<file path="src/rtl/ratacc_pkg.sv">
// Shared types and constants for the rational accumulator.
package ratacc_pkg;
  localparam int unsigned WIDTH = 32;
  localparam int unsigned IW = 32;
  localparam int unsigned MW = 66;
  localparam int unsigned MAGW = 65;
  localparam int unsigned GCW = $clog2(MAGW + 1);

  typedef enum logic [2:0] {
    OP_LOAD = 3'd0,
    OP_ADD  = 3'd1,
    OP_SUB  = 3'd2,
    OP_MUL  = 3'd3,
    OP_DIV  = 3'd4
  } op_e;

  typedef enum logic [1:0] {
    ST_APPLIED  = 2'd0,
    ST_IGNORED  = 2'd1,
    ST_OVERFLOW = 2'd2
  } status_e;

  typedef struct packed {
    logic load;
    logic mul1;
    logic mul2;
    logic prep;
    logic gcd_step;
    logic div_init;
    logic div_step;
    logic finish;
  } ratacc_cmd_t;

  typedef struct packed {
    logic skip;
    logic no_change;
    logic gcd_done;
    logic div_done;
  } ratacc_sts_t;
endpackage

</file>
<file path="src/rtl/ratacc_ctrl.sv">
// Controller sequencing load, multiply, gcd, divide and result transfer.
module ratacc_ctrl (
  input  logic                    clk,
  input  logic                    rst_n,
  input  logic                    in_valid,
  output logic                    in_ready,
  output logic                    out_valid,
  input  logic                    out_ready,
  output ratacc_pkg::ratacc_cmd_t cmd,
  input  ratacc_pkg::ratacc_sts_t sts
);
  import ratacc_pkg::*;

  typedef enum logic [2:0] {
    S_IDLE, S_MUL1, S_MUL2, S_PREP, S_GCD, S_DIV, S_FIN, S_OUT
  } state_t;

  state_t state_r;
  logic   out_valid_r;

  always_comb begin
    cmd = '0;
    cmd.load = (state_r == S_IDLE) && in_valid;
    cmd.mul1 = (state_r == S_MUL1);
    cmd.mul2 = (state_r == S_MUL2);
    cmd.prep = (state_r == S_PREP);
    cmd.gcd_step = (state_r == S_GCD) && !sts.gcd_done;
    cmd.div_init = (state_r == S_GCD) && sts.gcd_done;
    cmd.div_step = (state_r == S_DIV) && !sts.div_done;
    cmd.finish = (state_r == S_FIN);
  end

  always_ff @(posedge clk) begin
    if (!rst_n) begin
      state_r <= S_IDLE;
      out_valid_r <= 1'b0;
    end else begin
      case (state_r)
        S_IDLE: if (in_valid) state_r <= S_MUL1;
        S_MUL1: begin
          if (sts.skip || sts.no_change) begin
            state_r <= S_OUT; out_valid_r <= 1'b1;
          end else state_r <= S_MUL2;
        end
        S_MUL2: state_r <= S_PREP;
        S_PREP: state_r <= S_GCD;
        S_GCD:  if (sts.gcd_done) state_r <= S_DIV;
        S_DIV:  if (sts.div_done) state_r <= S_FIN;
        S_FIN:  begin state_r <= S_OUT; out_valid_r <= 1'b1; end
        S_OUT:  if (out_ready) begin state_r <= S_IDLE; out_valid_r <= 1'b0; end
        default: state_r <= S_IDLE;
      endcase
    end
  end

  assign in_ready = (state_r == S_IDLE);
  assign out_valid = out_valid_r;
endmodule

</file>
<file path="config.mk">
export PLATFORM = sky130hd
export DESIGN_NAME = ratacc_ctrl
export DESIGN_NICKNAME = d
export VERILOG_FILES = /design/src/rtl/ratacc_pkg.sv /design/src/rtl/ratacc_ctrl.sv
export SDC_FILE = /design/constraint.sdc
export NUM_CORES = 1
export LEC_CHECK = 0
export BUFFER_PORTS_ARGS = -buffer_cell sky130_fd_sc_hd__buf_2
export CORE_AREA = 2 2 39 41
export CTS_CLUSTER_DIAMETER = 30
export DETAILED_ROUTE_END_ITERATION = 8
export DIE_AREA = 0 0 41 43
export PLACE_DENSITY = 0.59
export SKIP_CTS_REPAIR_TIMING = 1
export SLEW_MARGIN = 10
export SYNTH_ARGS = -nofsm -noshare
export SYNTH_HDL_FRONTEND = slang
export SYNTH_SLANG_ARGS = --single-unit
export TNS_END_PERCENT = 10
</file>
<file path="constraint.sdc">
create_clock -name clk -period 1.71 [get_ports clk]
set_clock_uncertainty 0.05 [all_clocks]
set_input_delay 0.0855 -clock clk [delete_from_list [all_inputs] [get_ports clk]]
set_output_delay 0.0855 -clock clk [all_outputs]
set_load 0.02 [all_outputs]
</file>
-- After elaboration in Yosys (flattened, before gate mapping)
Index checks and enable logic that the tools add are counted.
- output and inout bits: 10
- logic and storage cells: 34
- bits in registers: 4
- equal/unequal tests: 12
- muxes and demuxes: 9
- reduce and logical (&&, ||, !) cells: 11
- operators with widths (kind ; count):
    $pmux W3 S8 ; 1
    $mux W3 ; 5
    $eq A3 B3 Y1 const B ; 4
    $ne A2 B2 Y1 const B ; 4
    $eq A3 B2 Y1 const B ; 2
    $logic_and A1 B1 Y1 ; 4
    $reduce_and A4 Y1 ; 1
    $eq A3 B1 Y1 const B ; 1
    $logic_not A3 Y1 ; 1
    $pmux W1 S3 ; 1
    $reduce_and A3 Y1 ; 1
    $reduce_bool A3 Y1 ; 1
    $logic_not A1 Y1 ; 2
    $mux W1 ; 2
    $ne A2 B1 Y1 const B ; 1
    $logic_or A1 B1 Y1 ; 1

-- Longest topological paths before layout
Gate-level depths: netlist of run 1.
- word-level depth: 3
- gate-level depth with buffers: 4

-- Worst setup path after synthesis of run 1
Ideal clock, no wire load.
- kind: register to output
- start: register state_r[1]
- end: output port cmd[3] in the netlist's numbering
- cell stages (with the launch flop): 3
- setup slack: 0.272 ns
- buffers on the path: 1
- arrival time: 1.302 ns
- cell sequence: dfxtp_1 > buf_2 > nor4b_1
- RTL lines (what ; RTL line ; text):
    from (decl) ; ratacc_ctrl.sv:18 ; state_t state_r;
    from (signal assigned) ; ratacc_ctrl.sv:35 ; state_r <= S_IDLE;
    from (signal assigned) ; ratacc_ctrl.sv:39 ; S_IDLE: if (in_valid) state_r <= S_MUL1;
    from (signal assigned) ; ratacc_ctrl.sv:42 ; state_r <= S_OUT; out_valid_r <= 1'b1;
    to (decl) ; ratacc_ctrl.sv:9 ; output ratacc_pkg::ratacc_cmd_t cmd,

==> key figures, run 1 <==
Run status
  • Outcome: finished, final reports clean

Synth
  • Post-Syn Area: 307 um^2
  • Top FF cell, synth: dfxtp_1
  • Yosys cell types: 25
  • #FFs+latches synth: 4
  • Post-synth EDFFs: 0
  • Post-synth top area cell: dfxtp_1
  • Ys Warns: 0
  • Share of synthesized registers carrying an async set or reset: 0%
  • Mean Syn Cell Area: 8.28 um^2
  • Ranking of synthesized cells by area: dfxtp_1 (26%), mux2i_1 (6.5%), nor4bb_1 (6.5%)
  • Synthesized net count: 45
  • Synthesized instance count: 37
  • Post-synthesis sequential area ratio: 26.1%
  • Yosys top cell area share: 26.1%

Critical path
  • Critical path, cell by cell: buf_4 > nand2_1 > or2_1 > inv_1 > buf_2
  • CP max stage cell: dfxtp_1
  • Levels on crit path: 5
  • RR Endpoint: state_r[2]
  • Required @ worst endpoint: 1.57 ns
  • Arrival @ worst endpoint: 1.41 ns
  • CP endpoint kind: output port
  • Reg2Reg Setup Slack: 0.38 ns
  • Setup crit end: cmd[0]
  • Crit path kind: flip-flop to output port
  • Slowest stage delay, CP: 0.50 ns
  • CP startpoint: state_r[1]
  • R2R Path Start: state_r[1]
  • Setup crit start kind: flip-flop
  • Worst Path Buf+Inv: 3
  • CP delay by family, top: flip-flops
  • Cell count of the worst reg-to-reg path: 3
  • Crit path max fanout: 10

Clock network
  • Root Driver: clkbuf_4
  • CTS max path bufs: 2
  • Clk sinks: 4
  • Worst-path clk slew: 0.04 ns
  • H-tree Lvls: 1
  • Clk Latency, worst-skew pair: 0.24 ns
  • CTS buffer count: 3
  • CTS tree: yes

Finish
  • Layout cells sized above 1: 41.1%
  • Final Instance Area: 434 um^2
  • Register area: 80.1 um^2
  • Nets@finish: 66
  • Multi-input gate area: 204 um^2
  • Fillers: 162
  • Area growth syn-to-layout: 41.6%
  • Fin cells: 72
  • ANT cells: 0

Routing
  • Final ANT Viol Nets: 0
  • WL/cell: 10.4 um
  • DRT iter0 DRCs: 0
  • DR pass1 iterations: 1
  • Drt total wl: 747 um
  • Vias: 341
  • Post-route DRC violation count: 0
  • Via density: 4.74

Flow run
  • Max_cap viols: 0

Timing
  • Setup violations, final: 0
  • Hold Vio Cnt, Final: 0
  • Final hold slack: 0.0632 ns
  • Period utilization: 90.5%
  • RSZ-0062 raised after global routing: no
  • Setup_tns: 0 ns
  • FMAX: 646 MHz
  • Max-slew violations: 0
  • Max_slew headroom: 67.1%
  • Worst-margin pin slew: 0.492 ns
  • Minimum clock period: 1.55 ns

Die
  • Die width: 41 um
  • Row cnt: 14
  • Die area: 0.00176 mm^2
  • Die Y: 43 um
  • Ports: 18
  • CORE AREA: 0.00138 mm^2
  • Starting Density: 22.2%

Pwr
  • Max VDD drop: 0.496 mV
  • P_leak: 0.217 nW
  • Overall power: 0.779 mW
  • Pwr/cell area: 1790 mW/mm^2

Worst hold path
  • Hold depth: 2
  • Worst Hold Class: input port to flip-flop

Place
  • I/O Buffers: 17
  • Placer Congestion: 0.723
  • Post-DP HPWL: 586 um
  • Placed cell area: 412 um^2
  • Placed Cells: 69

GRT
  • Pin count of the biggest net entering global routing: 14
  • First-pass GRT wire length: 1240 um
  • Total gr overflow: 0
  • GRT Overall Usage: 11.1%
  • Vias in the first global route: 297
  • Initial antenna violation count: 0
==> state kept, by name, summed over array words and instances, names as in the netlist <==
name and cells:
out_valid 1, state_r 3
==> worst min-delay path by stage <==
stage	endpoint	start	slack (ns)
after floorplan	state_r[2]	rst_n	0.17
after global placement	state_r[2]	rst_n	0.31
after detailed placement	state_r[2]	rst_n	0.32
after CTS	state_r[2]	rst_n	0.05
after global routing	state_r[2]	rst_n	0.07
final	state_r[2]	rst_n	0.06
==> through the flow <==
stage	utilization, %	setup slack [ns]
floorplan	-	0.272
global placement	29.7	0.379
detailed placement	29.7	0.382
CTS	31.4	0.151
global route	31.4	0.0462
finish	31.4	0.163
==> cells in the mapped netlist (all sizes together) (2+ instances only) <==
| cell | n |
|---|---|
| nand2b | 2 |
| nand2 | 3 |
| nor3b | 2 |
| buf | 3 |
| nand3 | 2 |
| mux2i | 2 |
| dfxtp | 4 |
| inv | 2 |
| nor4bb | 2 |
==> power by group <==
group | switching, mW | internal (mW)
clock network | 0.0458 | 0.0790
logic | 0.243 | 0.201
registers | 0.0755 | 0.135
total | 0.364 | 0.415
==> layout make-up <==
type | count | area share, %
Clock buffer | 3 | 5.19
Tap cell | 16 | 4.61
Timing Repair Buffer | 19 | 23.1
Sequential cell | 4 | 18.4
Inverter | 2 | 1.73
Multi-Input combinational cell | 28 | 47.0
==> placed cells by master, fill, tap and decap left out, types with 2 or more instances in the layout <==
master and count:
buf_2 17, buf_4 2, clkbuf_4 3, dfxtp_1 4
inv_1 2, mux2i_1 2, nand2_1 3, nand2b_1 2
nand3_1 2, nor4bb_1 2
==> kinds of logic (layout without fill, tap and decap cells) <==
kind of cell / after synthesis / count (layout) / share of synthesized area (%)
buffers and inverters: 5 / 24 / 7.35
and+or+nand+nor: 18 / 18 / 39.6
muxes: 2 / 2 / 6.53
AOI/OAI and AO/OA: 8 / 8 / 20.4
DFF: 4 / 4 / 26.1
==> layer usage <==
| layer | up-vias | routed length, um | global-route usage [%] |
|---|---|---|---|
| met1 | 153 | 315 | 11.9 |
| met5 | - | 0 | 0 |
| met4 | 0 | 25 | 10.0 |
| li1 | 176 | - | - |
| met3 | 2 | 59 | 4.71 |
| met2 | 10 | 347 | 15.6 |
Note: power is estimated with default switching activity, not from simulation.
==> run 2: changes to the inputs <==
- CTS_BUF_LIST: unset -> sky130_fd_sc_hd__clkbuf_8 sky130_fd_sc_hd__clkbuf_16
==> key figures, run 2 (synthesis results as in run 1) <==
Clock network
  • Clk Latency, worst-skew pair: 0.22 ns
  • CTS tree: yes
  • CTS buffer count: 3
  • Clk sinks: 4
  • CTS max path bufs: 2
  • H-tree Lvls: 1
  • Root Driver: clkbuf_8
  • Worst-path clk slew: 0.03 ns

Timing
  • Max_slew headroom: 67.1%
  • FMAX: 656 MHz
  • Hold Vio Cnt, Final: 0
  • Period utilization: 89.1%
  • Worst setup margin: 0.186 ns
  • Max-slew violations: 0
  • Setup violations, final: 0
  • RSZ-0062 raised after global routing: no
  • Setup_tns: 0 ns
  • Worst-margin pin slew: 0.492 ns
  • Minimum clock period: 1.52 ns

Pwr
  • Pwr/cell area: 1900 mW/mm^2
  • Int Pwr: 0.486 mW
  • P_sw: 0.374 mW
  • P_leak: 0.225 nW
  • Comb pwr share: 51.6%
  • Clock power frac: 23.9%
  • Switching Share: 43.4%
  • Max VDD drop: 0.549 mV
  • Seq pwr share: 24.6%

GRT
  • Pin count of the biggest net entering global routing: 14
  • First-pass GRT wire length: 1240 um
  • Initial antenna violation count: 0
  • Vias in the first global route: 297
  • GRT Overall Usage: 11.1%
  • Total gr overflow: 0

Die
  • Starting Density: 22.2%
  • Die area: 0.00176 mm^2
  • Die Y: 43 um
  • CORE AREA: 0.00138 mm^2
  • Ports: 18
  • Die width: 41 um
  • Row cnt: 14

Routing
  • Post-route DRC violation count: 0
  • DR pass1 iterations: 1
  • DRT iter0 DRCs: 0
  • Vias: 336
  • Final ANT Viol Nets: 0
  • Drt total wl: 753 um
  • Via density: 4.67
  • WL/cell: 10.5 um

Critical path
  • Crit path max fanout: 10
  • Worst Path Buf+Inv: 3
  • Levels on crit path: 5
  • RR Endpoint: state_r[2]
  • Critical path, cell by cell: buf_4 > nand2_1 > or2_1 > inv_1 > buf_2
  • Reg2Reg Setup Slack: 0.37 ns
  • CP delay by family, top: flip-flops
  • CP max stage cell: dfxtp_1
  • R2R Path Start: state_r[1]
  • CP endpoint kind: output port
  • Required @ worst endpoint: 1.57 ns
  • Slowest stage delay, CP: 0.50 ns
  • Arrival @ worst endpoint: 1.39 ns
  • Cell count of the worst reg-to-reg path: 3
  • Crit path kind: flip-flop to output port
  • Setup crit start kind: flip-flop

Worst hold path
  • Hold depth: 2
  • Worst Hold Class: input port to flip-flop
  • Hold Startpoint: rst_n
  • Hold endpoint: state_r[2]

Finish
  • Nets@finish: 66
  • Area growth syn-to-layout: 47.8%
  • Commonest non-fill, non-tap cell in the layout: buf_2
  • Layout cells sized above 1: 41.1%
  • Most frequent cells in the layout: buf_2 (17), dfxtp_1 (4), nand2_1 (3), clkbuf_8 (3)
  • Max reg flops: 3
  • Largest register by flop count: state_r
  • ANT cells: 0

Place
  • Placer Congestion: 0.723
  • I/O Buffers: 17
  • DP Worst Slack: 0.382 ns
  • Post-DP HPWL: 586 um

Flow run
  • Max_cap viols: 0

Run status
  • Outcome: finished, final reports clean
## run 2: worst max-delay path by stage
stage,to,start,slack [ns]
final,cmd[0],state_r[1],0.19
after global routing,cmd[0],state_r[1],0.08
after CTS,cmd[0],state_r[1],0.18
after detailed placement,state_r[2],state_r[1],0.38
after global placement,state_r[2],state_r[2],0.38
after floorplan,cmd[3],state_r[1],0.27
## run 2: power groups by stage
stage	Clock [mW]	Combinational (mW)	Sequential [mW]
2_1_floorplan	0	0.340	0.185
3_3_place_gp	0	0.446	0.208
3_5_place_dp	0	0.449	0.211
4_1_cts	0.211	0.450	0.210
5_1_grt	0.219	0.487	0.223
6_report	0.205	0.444	0.211
## run 2: metrics by stage
| step | hold slack (ns) | area [um^2] | power [mW] | utilization (%) | std cells |
|---|---|---|---|---|---|
| floorplan | 0.167 | 307 | 0.525 | - | 37 |
| global placement | 0.313 | 412 | 0.655 | 29.7 | 69 |
| detailed placement | 0.321 | 412 | 0.660 | 29.7 | 69 |
| CTS | 0.0835 | 453 | 0.871 | 32.7 | 72 |
| global route | 0.0944 | 453 | 0.928 | 32.7 | 72 |
| finish | 0.0868 | 453 | 0.860 | 32.7 | 72 |
## run 2: worst reg2reg max path: stages (launching register included)
cell     delay, ns
dfxtp_1       0.50
mux2i_1       0.13
and3_1        0.20
o311a_1       0.34
## run 2: area by class of cell
class	count	area, um^2
multi-input cells	28	204
repair buffers	19	100
well taps	16	20.0
inverters	2	7.51
flip-flops and latches	4	80.1
fillers	160	931
clock buffers	3	41.3
## run 2: per-layer routing
layer  vias up  GRT usage [%]  share of wire, %
met2        10           15.6                46
met3         2           4.71               8.0
met1       149           11.9                43
li1        175              -                 -
met4         0           10.0               3.6
met5         -              0                 0
